$ cat src/rtl/msl_pkg.sv
package msl_pkg;

   localparam int MOTOR_COUNT     = 4;
   localparam int MOTOR_IDX_WIDTH = (MOTOR_COUNT > 1) ? $clog2(MOTOR_COUNT) : 1;

   localparam int TIME_WIDTH    = 63;
   localparam int CMD_WIDTH     = 15;
   localparam int DRIVE_WIDTH   = 14;
   localparam int SPIN_WIDTH    = 14;
   localparam int SPAN_WIDTH    = 24;
   localparam int PRODUCT_WIDTH = DRIVE_WIDTH + SPAN_WIDTH;

   localparam logic [DRIVE_WIDTH-1:0] FULL_SCALE = DRIVE_WIDTH'(10000);

   localparam int REQ_FIELD_BITS = 2 * TIME_WIDTH + MOTOR_COUNT * CMD_WIDTH;
   localparam int REQ_DATA_WIDTH = ((REQ_FIELD_BITS + 7) / 8) * 8;
   localparam int RSP_FIELD_BITS = TIME_WIDTH + MOTOR_COUNT * DRIVE_WIDTH + MOTOR_COUNT;
   localparam int RSP_DATA_WIDTH = ((RSP_FIELD_BITS + 7) / 8) * 8;

   localparam int CSR_ADDR_WIDTH = 4;
   localparam int CSR_DATA_WIDTH = 32;

   localparam logic [1:0] REG_SPIN_MINIMUM = 2'd0;
   localparam logic [1:0] REG_RAMP_TIME    = 2'd1;
   localparam logic [1:0] REG_HOLD_TIME    = 2'd2;

   typedef struct packed {
      logic [TIME_WIDTH-1:0] now_time;
      logic [TIME_WIDTH-1:0] start_time;
      logic [SPIN_WIDTH-1:0] spin_minimum;
      logic [SPAN_WIDTH-1:0] ramp_time;
      logic [SPAN_WIDTH-1:0] hold_time;
   } cap_req_type;

   typedef struct packed {
      logic                   done;
      logic [DRIVE_WIDTH-1:0] cap;
   } cap_rsp_type;

endpackage

$ cat src/rtl/motor_soft_start_limiter.sv
// Per request the sequencer walks the motors in order: a stopped motor is settled in
// S_MOTOR, any other waits in S_WAIT for the cap unit, and S_OUT then loads the result.
// A new request is taken only once the result is loaded, and S_OUT holds while the
// output is stalled; the shared 14-step radix-2 divider that scales the ramp is the
// slowest step. Reset is synchronous: the configuration registers read zero, all motors
// are stopped, and the block takes a request in the first cycle after reset.
module motor_soft_start_limiter (
   input  logic                               clock,
   input  logic                               reset,
   input  logic                               req_tvalid,
   output logic                               req_tready,
   // stamp_in[62:0], now_time[125:63], request_a..request_d 15 bits each from bit 126
   input  logic [msl_pkg::REQ_DATA_WIDTH-1:0] req_tdata,
   output logic                               rsp_tvalid,
   input  logic                               rsp_tready,
   // stamp_out[62:0], drive_a..drive_d 14 bits each from bit 63, started_mask[122:119]
   output logic [msl_pkg::RSP_DATA_WIDTH-1:0] rsp_tdata,
   input  logic                               csr_psel,
   input  logic                               csr_penable,
   input  logic                               csr_pwrite,
   input  logic [msl_pkg::CSR_ADDR_WIDTH-1:0] csr_paddr,
   input  logic [msl_pkg::CSR_DATA_WIDTH-1:0] csr_pwdata,
   output logic [msl_pkg::CSR_DATA_WIDTH-1:0] csr_prdata,
   output logic                               csr_pready
);
   import msl_pkg::*;

   localparam int CMD_LSB     = 2 * TIME_WIDTH;
   localparam int DRIVE_LSB   = TIME_WIDTH;
   localparam int STARTED_LSB = TIME_WIDTH + MOTOR_COUNT * DRIVE_WIDTH;

   typedef enum logic [1:0] {
      S_IDLE,
      S_MOTOR,
      S_WAIT,
      S_OUT
   } top_state_type;

   top_state_type              state_ff, state_in;
   logic [MOTOR_IDX_WIDTH-1:0] motor_ff, motor_in;
   logic [MOTOR_COUNT-1:0]     running_ff, running_in;
   logic [MOTOR_COUNT-1:0]     started_ff, started_in;
   logic [TIME_WIDTH-1:0]      start_time_ff [MOTOR_COUNT];
   logic [TIME_WIDTH-1:0]      start_time_in [MOTOR_COUNT];
   logic [TIME_WIDTH-1:0]      stamp_ff, stamp_in;
   logic [TIME_WIDTH-1:0]      now_ff, now_in;
   logic [CMD_WIDTH-1:0]       cmd_ff [MOTOR_COUNT];
   logic [CMD_WIDTH-1:0]       cmd_in [MOTOR_COUNT];
   logic [DRIVE_WIDTH-1:0]     drive_ff [MOTOR_COUNT];
   logic [DRIVE_WIDTH-1:0]     drive_in [MOTOR_COUNT];
   logic                       rsp_valid_ff, rsp_valid_in;
   logic [RSP_DATA_WIDTH-1:0]  rsp_data_ff, rsp_data_in;

   logic [SPIN_WIDTH-1:0]      spin_minimum_ff, spin_minimum_in;
   logic [SPAN_WIDTH-1:0]      ramp_time_ff, ramp_time_in;
   logic [SPAN_WIDTH-1:0]      hold_time_ff, hold_time_in;

   logic                       req_accept;
   logic                       csr_write;
   logic [1:0]                 csr_index;
   logic [CMD_WIDTH-1:0]       cmd_sel;
   logic [DRIVE_WIDTH-1:0]     cmd_mag;
   logic                       cmd_stop;
   logic                       last_motor;
   logic                       cap_start;
   cap_req_type                cap_req;
   cap_rsp_type                cap_rsp;

   assign req_tready = (state_ff == S_IDLE);
   assign req_accept = req_tvalid && req_tready;
   assign rsp_tvalid = rsp_valid_ff;
   assign rsp_tdata  = rsp_data_ff;

   assign cmd_sel    = cmd_ff[motor_ff];
   assign cmd_mag    = cmd_sel[DRIVE_WIDTH-1:0];
   assign cmd_stop   = (cmd_sel == '0) || cmd_sel[CMD_WIDTH-1];
   assign last_motor = (motor_ff == MOTOR_IDX_WIDTH'(MOTOR_COUNT - 1));

   // Configuration port: software must write it only while the block is idle; the block itself does not enforce this.
   assign csr_pready = 1'b1;
   assign csr_write  = csr_psel && csr_penable && csr_pwrite && csr_pready;
   assign csr_index  = csr_paddr[CSR_ADDR_WIDTH-1:2];

   always_comb begin
      spin_minimum_in = spin_minimum_ff;
      ramp_time_in    = ramp_time_ff;
      hold_time_in    = hold_time_ff;
      if (csr_write) begin
         case (csr_index)
            REG_SPIN_MINIMUM: spin_minimum_in = csr_pwdata[SPIN_WIDTH-1:0];
            REG_RAMP_TIME:    ramp_time_in    = csr_pwdata[SPAN_WIDTH-1:0];
            REG_HOLD_TIME:    hold_time_in    = csr_pwdata[SPAN_WIDTH-1:0];
            default: begin
            end
         endcase
      end
   end

   always_comb begin
      case (csr_index)
         REG_SPIN_MINIMUM: csr_prdata = CSR_DATA_WIDTH'(spin_minimum_ff);
         REG_RAMP_TIME:    csr_prdata = CSR_DATA_WIDTH'(ramp_time_ff);
         REG_HOLD_TIME:    csr_prdata = CSR_DATA_WIDTH'(hold_time_ff);
         default:          csr_prdata = '0;
      endcase
   end

   // A motor that starts on this request measures its cap from the current time.
   always_comb begin
      cap_req.now_time     = now_ff;
      cap_req.start_time   = running_ff[motor_ff] ? start_time_ff[motor_ff] : now_ff;
      cap_req.spin_minimum = spin_minimum_ff;
      cap_req.ramp_time    = ramp_time_ff;
      cap_req.hold_time    = hold_time_ff;
   end

   always_comb begin
      state_in      = state_ff;
      motor_in      = motor_ff;
      running_in    = running_ff;
      started_in    = started_ff;
      start_time_in = start_time_ff;
      stamp_in      = stamp_ff;
      now_in        = now_ff;
      cmd_in        = cmd_ff;
      drive_in      = drive_ff;
      rsp_valid_in  = rsp_valid_ff && !rsp_tready;
      rsp_data_in   = rsp_data_ff;
      cap_start     = 1'b0;
      case (state_ff)
         S_IDLE: begin
            if (req_accept) begin
               stamp_in = req_tdata[TIME_WIDTH-1:0];
               now_in   = req_tdata[2*TIME_WIDTH-1:TIME_WIDTH];
               for (int i = 0; i < MOTOR_COUNT; i++) begin
                  cmd_in[i] = req_tdata[CMD_LSB + i*CMD_WIDTH +: CMD_WIDTH];
               end
               motor_in   = '0;
               started_in = '0;
               state_in   = S_MOTOR;
            end
         end
         S_MOTOR: begin
            if (cmd_stop) begin
               running_in[motor_ff] = 1'b0;
               drive_in[motor_ff]   = '0;
               motor_in             = motor_ff + MOTOR_IDX_WIDTH'(1);
               state_in             = last_motor ? S_OUT : S_MOTOR;
            end else begin
               if (!running_ff[motor_ff]) begin
                  running_in[motor_ff]    = 1'b1;
                  started_in[motor_ff]    = 1'b1;
                  start_time_in[motor_ff] = now_ff;
               end
               cap_start = 1'b1;
               state_in  = S_WAIT;
            end
         end
         S_WAIT: begin
            if (cap_rsp.done) begin
               drive_in[motor_ff] = (cmd_mag < cap_rsp.cap) ? cmd_mag : cap_rsp.cap;
               motor_in           = motor_ff + MOTOR_IDX_WIDTH'(1);
               state_in           = last_motor ? S_OUT : S_MOTOR;
            end
         end
         S_OUT: begin
            if (!rsp_valid_ff || rsp_tready) begin
               rsp_data_in                 = '0;
               rsp_data_in[TIME_WIDTH-1:0] = stamp_ff;
               for (int i = 0; i < MOTOR_COUNT; i++) begin
                  rsp_data_in[DRIVE_LSB + i*DRIVE_WIDTH +: DRIVE_WIDTH] = drive_ff[i];
               end
               rsp_data_in[STARTED_LSB +: MOTOR_COUNT] = started_ff;
               rsp_valid_in = 1'b1;
               state_in     = S_IDLE;
            end
         end
         default: begin
            state_in = S_IDLE;
         end
      endcase
   end

   always_ff @(posedge clock) begin
      if (reset) begin
         state_ff        <= S_IDLE;
         motor_ff        <= '0;
         running_ff      <= '0;
         rsp_valid_ff    <= 1'b0;
         spin_minimum_ff <= '0;
         ramp_time_ff    <= '0;
         hold_time_ff    <= '0;
      end else begin
         state_ff        <= state_in;
         motor_ff        <= motor_in;
         running_ff      <= running_in;
         rsp_valid_ff    <= rsp_valid_in;
         spin_minimum_ff <= spin_minimum_in;
         ramp_time_ff    <= ramp_time_in;
         hold_time_ff    <= hold_time_in;
      end
      started_ff    <= started_in;
      start_time_ff <= start_time_in;
      stamp_ff      <= stamp_in;
      now_ff        <= now_in;
      cmd_ff        <= cmd_in;
      drive_ff      <= drive_in;
      rsp_data_ff   <= rsp_data_in;
   end

   msl_cap u_cap (
      .clock (clock),
      .reset (reset),
      .start (cap_start),
      .req   (cap_req),
      .rsp   (cap_rsp)
   );

`ifndef NO_ASSERTIONS
   // Every drive in a result is bounded by full scale, since the cap never exceeds it.
   a_drive_bounded: assert property (@(posedge clock) disable iff (reset)
      rsp_tvalid |-> (rsp_tdata[DRIVE_LSB +: DRIVE_WIDTH] <= FULL_SCALE)
         && (rsp_tdata[DRIVE_LSB + DRIVE_WIDTH +: DRIVE_WIDTH] <= FULL_SCALE)
         && (rsp_tdata[DRIVE_LSB + 2*DRIVE_WIDTH +: DRIVE_WIDTH] <= FULL_SCALE)
         && (rsp_tdata[DRIVE_LSB + 3*DRIVE_WIDTH +: DRIVE_WIDTH] <= FULL_SCALE))
      else $error("drive above full scale");

   // The cap unit only finishes while the sequencer is waiting for it.
   a_cap_done_in_wait: assert property (@(posedge clock) disable iff (reset)
      cap_rsp.done |-> (state_ff == S_WAIT))
      else $error("cap result arrived outside of wait");

   // A cap request is never issued while a previous one is still in flight.
   a_cap_start_waits: assert property (@(posedge clock) disable iff (reset)
      cap_start |=> (state_ff == S_WAIT) && !cap_rsp.done)
      else $error("cap request overlapped");

   // Once results are loaded, the output register holds a valid result.
   a_result_loaded: assert property (@(posedge clock) disable iff (reset)
      (state_ff == S_OUT) && (!rsp_valid_ff || rsp_tready)
         |=> rsp_tvalid && (state_ff == S_IDLE))
      else $error("result not loaded");
`endif

endmodule

$ cat src/rtl/msl_div.sv
module msl_div (
   input  logic                              clock,
   input  logic                              reset,
   input  logic                              start,
   input  logic [msl_pkg::PRODUCT_WIDTH-1:0] dividend,
   input  logic [msl_pkg::SPAN_WIDTH-1:0]    divisor,
   output logic                              done,
   output logic [msl_pkg::DRIVE_WIDTH-1:0]   quotient
);
   import msl_pkg::*;

   localparam int COUNT_WIDTH = $clog2(DRIVE_WIDTH);

   typedef enum logic {
      D_IDLE,
      D_RUN
   } div_state_type;

   div_state_type          state_ff, state_in;
   logic                   done_ff, done_in;
   logic [COUNT_WIDTH-1:0] count_ff, count_in;
   logic [SPAN_WIDTH-1:0]  rem_ff, rem_in;
   logic [DRIVE_WIDTH-1:0] digits_ff, digits_in;
   logic [SPAN_WIDTH-1:0]  divisor_ff, divisor_in;
   logic [SPAN_WIDTH:0]    shifted;
   logic [SPAN_WIDTH+1:0]  trial;
   logic                   fits;

   // The quotient is known to stay below 2**DRIVE_WIDTH, so the upper part of
   // the dividend is already a valid partial remainder and only DRIVE_WIDTH
   // quotient bits are developed, one per cycle. They shift into the low end
   // of the same register that feeds the dividend bits out of its top.
   assign shifted = {rem_ff, digits_ff[DRIVE_WIDTH-1]};
   assign trial   = {1'b0, shifted} - {2'b00, divisor_ff};
   assign fits    = ~trial[SPAN_WIDTH+1];

   always_comb begin
      state_in   = state_ff;
      done_in    = 1'b0;
      count_in   = count_ff;
      rem_in     = rem_ff;
      digits_in  = digits_ff;
      divisor_in = divisor_ff;
      case (state_ff)
         D_IDLE: begin
            if (start) begin
               rem_in     = dividend[PRODUCT_WIDTH-1:DRIVE_WIDTH];
               digits_in  = dividend[DRIVE_WIDTH-1:0];
               divisor_in = divisor;
               count_in   = '0;
               state_in   = D_RUN;
            end
         end
         D_RUN: begin
            rem_in    = fits ? trial[SPAN_WIDTH-1:0] : shifted[SPAN_WIDTH-1:0];
            digits_in = {digits_ff[DRIVE_WIDTH-2:0], fits};
            count_in  = count_ff + COUNT_WIDTH'(1);
            if (count_ff == COUNT_WIDTH'(DRIVE_WIDTH - 1)) begin
               done_in  = 1'b1;
               state_in = D_IDLE;
            end
         end
         default: begin
            state_in = D_IDLE;
         end
      endcase
   end

   always_ff @(posedge clock) begin
      if (reset) begin
         state_ff <= D_IDLE;
         done_ff  <= 1'b0;
         count_ff <= '0;
      end else begin
         state_ff <= state_in;
         done_ff  <= done_in;
         count_ff <= count_in;
      end
      rem_ff     <= rem_in;
      digits_ff  <= digits_in;
      divisor_ff <= divisor_in;
   end

   assign done     = done_ff;
   assign quotient = digits_ff;

endmodule

$ cat src/rtl/msl_cap.sv
module msl_cap (
   input  logic                 clock,
   input  logic                 reset,
   input  logic                 start,
   input  msl_pkg::cap_req_type req,
   output msl_pkg::cap_rsp_type rsp
);
   import msl_pkg::*;

   typedef enum logic [1:0] {
      C_IDLE,
      C_CMP,
      C_LAUNCH,
      C_DIV
   } cap_state_type;

   cap_state_type            state_ff, state_in;
   logic                     done_ff, done_in;
   logic [DRIVE_WIDTH-1:0]   cap_ff, cap_in;
   logic [TIME_WIDTH-1:0]    el_ff, el_in;
   logic                     back_ff, back_in;
   logic [DRIVE_WIDTH-1:0]   top_ff, top_in;
   logic [SPAN_WIDTH-1:0]    ramp_ff, ramp_in;
   logic [SPAN_WIDTH-1:0]    hold_ff, hold_in;
   logic [PRODUCT_WIDTH-1:0] product_ff, product_in;

   logic [TIME_WIDTH:0]      diff;
   logic [SPAN_WIDTH:0]      hold_end;
   logic                     in_ramp;
   logic                     in_hold;
   logic                     div_start;
   logic                     div_done;
   logic [DRIVE_WIDTH-1:0]   quotient;

   assign diff     = {1'b0, req.now_time} - {1'b0, req.start_time};
   assign hold_end = {1'b0, ramp_ff} + {1'b0, hold_ff};
   assign in_ramp  = (el_ff[TIME_WIDTH-1:SPAN_WIDTH] == '0)
                     && (el_ff[SPAN_WIDTH-1:0] < ramp_ff);
   assign in_hold  = (el_ff[TIME_WIDTH-1:SPAN_WIDTH+1] == '0)
                     && (el_ff[SPAN_WIDTH:0] < hold_end);
   assign div_start = (state_ff == C_LAUNCH);

   always_comb begin
      state_in   = state_ff;
      done_in    = 1'b0;
      cap_in     = cap_ff;
      el_in      = el_ff;
      back_in    = back_ff;
      top_in     = top_ff;
      ramp_in    = ramp_ff;
      hold_in    = hold_ff;
      product_in = product_ff;
      case (state_ff)
         C_IDLE: begin
            if (start) begin
               el_in    = diff[TIME_WIDTH-1:0];
               back_in  = diff[TIME_WIDTH];
               top_in   = (req.spin_minimum > FULL_SCALE) ? FULL_SCALE : req.spin_minimum;
               ramp_in  = req.ramp_time;
               hold_in  = req.hold_time;
               state_in = C_CMP;
            end
         end
         C_CMP: begin
            product_in = PRODUCT_WIDTH'(top_ff) * PRODUCT_WIDTH'(el_ff[SPAN_WIDTH-1:0]);
            if (back_ff) begin
               cap_in   = '0;
               done_in  = 1'b1;
               state_in = C_IDLE;
            end else if (in_ramp) begin
               state_in = C_LAUNCH;
            end else if (in_hold) begin
               cap_in   = top_ff;
               done_in  = 1'b1;
               state_in = C_IDLE;
            end else begin
               cap_in   = FULL_SCALE;
               done_in  = 1'b1;
               state_in = C_IDLE;
            end
         end
         C_LAUNCH: begin
            state_in = C_DIV;
         end
         C_DIV: begin
            if (div_done) begin
               cap_in   = quotient;
               done_in  = 1'b1;
               state_in = C_IDLE;
            end
         end
         default: begin
            state_in = C_IDLE;
         end
      endcase
   end

   always_ff @(posedge clock) begin
      if (reset) begin
         state_ff <= C_IDLE;
         done_ff  <= 1'b0;
      end else begin
         state_ff <= state_in;
         done_ff  <= done_in;
      end
      cap_ff     <= cap_in;
      el_ff      <= el_in;
      back_ff    <= back_in;
      top_ff     <= top_in;
      ramp_ff    <= ramp_in;
      hold_ff    <= hold_in;
      product_ff <= product_in;
   end

   msl_div u_div (
      .clock    (clock),
      .reset    (reset),
      .start    (div_start),
      .dividend (product_ff),
      .divisor  (ramp_ff),
      .done     (div_done),
      .quotient (quotient)
   );

   assign rsp.done = done_ff;
   assign rsp.cap  = cap_ff;

endmodule
$ cat config.mk
export PLATFORM = sky130hd
export DESIGN_NAME = motor_soft_start_limiter
export DESIGN_NICKNAME = d
export VERILOG_FILES = /design/src/rtl/msl_pkg.sv /design/src/rtl/motor_soft_start_limiter.sv /design/src/rtl/msl_div.sv /design/src/rtl/msl_cap.sv
export SDC_FILE = /design/constraint.sdc
export NUM_CORES = 2
export LEC_CHECK = 0
export CORE_MARGIN = 5
export CORE_UTILIZATION = 65
export DETAILED_ROUTE_END_ITERATION = 12
export DONT_BUFFER_PORTS = 1
export GPL_TIMING_DRIVEN = 0
export PLACE_DENSITY = 0.9
export SYNTH_ARGS = -nofsm -noshare
export SYNTH_HDL_FRONTEND = slang
export SYNTH_HIERARCHICAL = 1
export SYNTH_SLANG_ARGS = --single-unit
$ cat constraint.sdc
create_clock -name clock -period 9.7 [get_ports clock]
set_input_delay 0.97 -clock clock [delete_from_list [all_inputs] [get_ports clock]]
set_output_delay 0.97 -clock clock [all_outputs]
set_load 0.05 [all_outputs]
==> impl_metrics.env <==
export IMPL_outcome="complete, no violations"
export IMPL_ys_seq_elements=941
export IMPL_grt_pass1_vias=35200
export IMPL_syn_area_per_cell_um2=12.5
export IMPL_rsz0062_at_grt="no"
export IMPL_fill_cells=5081
export IMPL_ant_nets=0
export IMPL_cts_buffers_inserted=93
export IMPL_critPathKind="reg2reg"
export IMPL_total_power_mw=23.3
export IMPL_drive_above_1_share_pct=9.14
export IMPL_clk_path_buf_depth=3
export IMPL_hold_end="cmd_ff[55]"
export IMPL_post_dp_cell_area_um2=54000
export IMPL_critical_path_slowest_cell="clkbuf_1"
export IMPL_r2r_end="u_cap/product_ff[36]"
export IMPL_crit_top_cell="fa_1"
export IMPL_hpwl_um=101000
export IMPL_worstHoldStart="req_tdata[136]"
export IMPL_clock_latency_ns=0.72
export IMPL_syn_area_um2=52200
export IMPL_route_detailed_drc=0
export IMPL_drtIter0Drc=4047
export IMPL_first_pass_iters=9
export IMPL_fmax_ghz=0.126
export IMPL_grt_remaining_overflow=0
export IMPL_placementRows=104
export IMPL_cp_cell_sequence="clkbuf_1 -> clkbuf_1 -> nand2_1 -> fa_1 -> inv_1 -> fa_1 -> fa_1 -> fa_1 -> fa_1 -> inv_1 -> fa_1 -> inv_1 -> ha_1 -> clkbuf_1 -> a21oi_1 -> o21ai_0 -> o2bb2ai_1 -> o31ai_2 -> a211oi_1 -> o221ai_1 -> o21ai_1 -> a221o_1 -> a21oi_1 -> xnor2_1"
export IMPL_grt_max_degree=66
export IMPL_cts_repair_resized=0
export IMPL_p_leak_nw=22.3
export IMPL_final_cell_mix="edfxtp_1, nand2_1, inv_1, ha_1, fa_1"
export IMPL_synth_ff_type="edfxtp_1"
export IMPL_floorplan_core_area_um2=80200
export IMPL_avgViaCountPerCell=6.43
export IMPL_h_tree_depth=3
export IMPL_worstRegToRegCells=24
export IMPL_ys_types=81
export IMPL_worst_pin_slew_ns=1.12
export IMPL_maxSlewHeadroom_pct=25.4
export IMPL_slowest_delay_ns=0.71
export IMPL_ctsHoldBuffers=0
export IMPL_post_cts_buffers=0
export IMPL_numPortBuffers=0
export IMPL_powerDensity_nw_per_um2=407
export IMPL_grt_pass1_wl_um=214000
export IMPL_min_path_cells=0
export IMPL_cp_data_arrival_time_ns=8.31
export IMPL_antenna_found_initial=15
export IMPL_worst_setup_path_start_kind="register"
export IMPL_ys_warn_count=6
export IMPL_worstPathRequired_ns=10.09
export IMPL_gp_congestion=0.987
export IMPL_timing_rr_start="u_cap/top_ff[6]"
export IMPL_final_nets=5067
export IMPL_ys_async_sr_fraction_pct=0
export IMPL_cap_violations=0
export IMPL_wire_per_inst_um=26.0
export IMPL_grt_total_usage_pct=32.7
export IMPL_die_area_um2=86100
export IMPL_vdd_ir_drop_max_v=0.00126
export IMPL_vias=35000
export IMPL_finalSetupViolations=0
export IMPL_cp_max_fo=10
export IMPL_finalSetupTns_ns=0
export IMPL_utilization_pct=71.6
export IMPL_root_buffer="clkbuf_16"
export IMPL_routed_wirelength_um=141000
export IMPL_register_area_um2=27500
export IMPL_hold_violations=0
export IMPL_period_needed_ns=7.91
export IMPL_start_util_pct=65.2
export IMPL_fin_area_um2=57400
export IMPL_postSynthCellCount=4163
export IMPL_fp_dieW_um=293
export IMPL_drv_slew=0
export IMPL_ff2ff_setup_slack_ns=1.79
export IMPL_multi_input_area_um2=22400
export IMPL_area_growth_pct=9.81
export IMPL_period_share_pct=81.6
export IMPL_cts_sinks=941
export IMPL_synth_edf_count=861
export IMPL_cts_tree="built"
export IMPL_hold_class="in2reg"
export IMPL_pin_count=398
export IMPL_clk_pin_slew_worst_paths_ns=0.07
export IMPL_cp_end_kind="register"
export IMPL_finClkSkew_ns=0.0954
export IMPL_synth_seq_area_share_pct=52.6
export IMPL_final_common_cell="edfxtp_1"
export IMPL_die_h_um=293
[per-stage QoR]
stage               hold WS (ns)  worst slack, ns  std cells
floorplan                  0.400             2.10       4175
global placement           0.400           -0.649       5235
detailed placement         0.405             1.94       5250
CTS                        0.314             1.92       5426
global route               0.317             1.53       5432
finish                     0.341             1.79       5439
[worst max-delay path, delay by kind of cell (launching register included)]
kind                       cells  cell delay, ns
adders and majority gates      7            3.25
AOI/OAI and AO/OA              9            2.19
buffers and inverters          6            1.65
DFF                            1            0.32
and+or+nand+nor                1            0.16
xor gates and xnor gates       1            0.09
[flip-flops by register name, summed over array words and instances, names as in the netlist, 24 cells and up, named ones only]
signal                  flops
u_cap/u_div/rem_ff         24
u_cap/ramp_ff              24
drive_ff                   56
u_cap/u_div/divisor_ff     24
stamp_ff                   63
rsp_tdata                 123
start_time_ff             252
cmd_ff                     60
u_cap/el_ff                63
hold_time_ff               24
u_cap/hold_ff              24
u_cap/product_ff           38
now_ff                     63
ramp_time_ff               24
[Yosys cell counts, types with 5 or more instances]
library cell	number	area, um^2
mux4_2	79	1780
mux2_2	76	856
ha_1	283	3540
nor2_1	108	405
o21ai_0	88	440
dfxtp_1	80	1600
or2_2	6	37.5
or3_1	9	56.3
xnor2_1	85	744
and4_1	5	43.8
nand3_1	49	245
nand2_1	486	1820
o21bai_1	32	240
a21oi_1	242	1210
inv_1	450	1690
a21boi_1	7	52.6
a211oi_1	26	195
a21o_1	91	683
nor2b_1	31	194
o31ai_1	7	52.6
buf_6	7	78.8
nand2b_1	33	206
buf_2	8	40.0
nor4_1	17	106
and3_1	22	138
edfxtp_1	861	25900
clkbuf_1	152	571
a22o_1	27	236
a31oi_1	32	200
o21ai_1	67	335
o21a_1	15	113
nor3_1	30	150
mux2i_1	19	190
o221ai_1	8	70.1
and2_1	164	1030
o211ai_1	15	113
nand4_1	35	219
mux2i_2	9	124
xor2_1	43	377
buf_4	15	113
fa_1	264	5290
[report_power, final]
part,leakage [nW],switching [mW],internal [mW]
Combinational,12.2,8.29,5.50
Sequential,8.56,0.223,5.49
Clock,1.56,1.65,2.20
[worst max path at each step]
stage               startpoint              endpoint  cells after the start
2_1_floorplan      motor_ff[1]         u_cap/back_ff                      8
3_3_place_gp       motor_ff[1]        u_cap/el_ff[0]                      9
3_5_place_dp   u_cap/top_ff[6]  u_cap/product_ff[36]                     24
4_1_cts        u_cap/top_ff[6]  u_cap/product_ff[36]                     24
5_1_grt        u_cap/top_ff[6]  u_cap/product_ff[36]                     24
6_report       u_cap/top_ff[6]  u_cap/product_ff[36]                     24
[cell type report]
| cell class | count | share of cell area (%) |
|---|---|---|
| Antenna cell | 13 | 0.0567 |
| Buffer | 186 | 1.42 |
| Clock buffer | 115 | 4.31 |
| Clock inverter | 61 | 1.46 |
| Inverter | 451 | 2.95 |
| Multi-Input combinational cell | 2597 | 39.0 |
| Sequential cell | 941 | 47.9 |
| Tap cell | 1060 | 2.31 |
| Timing Repair Buffer | 15 | 0.606 |
[per-layer routing]
layer	up-vias	track usage (%)	routed length [um]
met5	-	0	51
met4	8	17.4	9460
met3	568	7.81	14500
met2	2289	53.5	67700
met1	17200	40.8	49800
li1	14900	-	-
[cell families (layout without fill, tap and decap cells)]
logic type / Yosys count / in the layout / share of synthesized area, %
other cells: 2 / 27 / 0.0144
simple gates: 1007 / 1007 / 9.13
flops: 941 / 941 / 52.6
fa+ha+maj: 547 / 547 / 16.9
buf+inv: 637 / 828 / 4.81
compound gates: 716 / 716 / 8.73
xor+xnor: 128 / 128 / 2.15
mux: 185 / 185 / 5.70
Note: power is estimated with default switching activity, not from simulation.
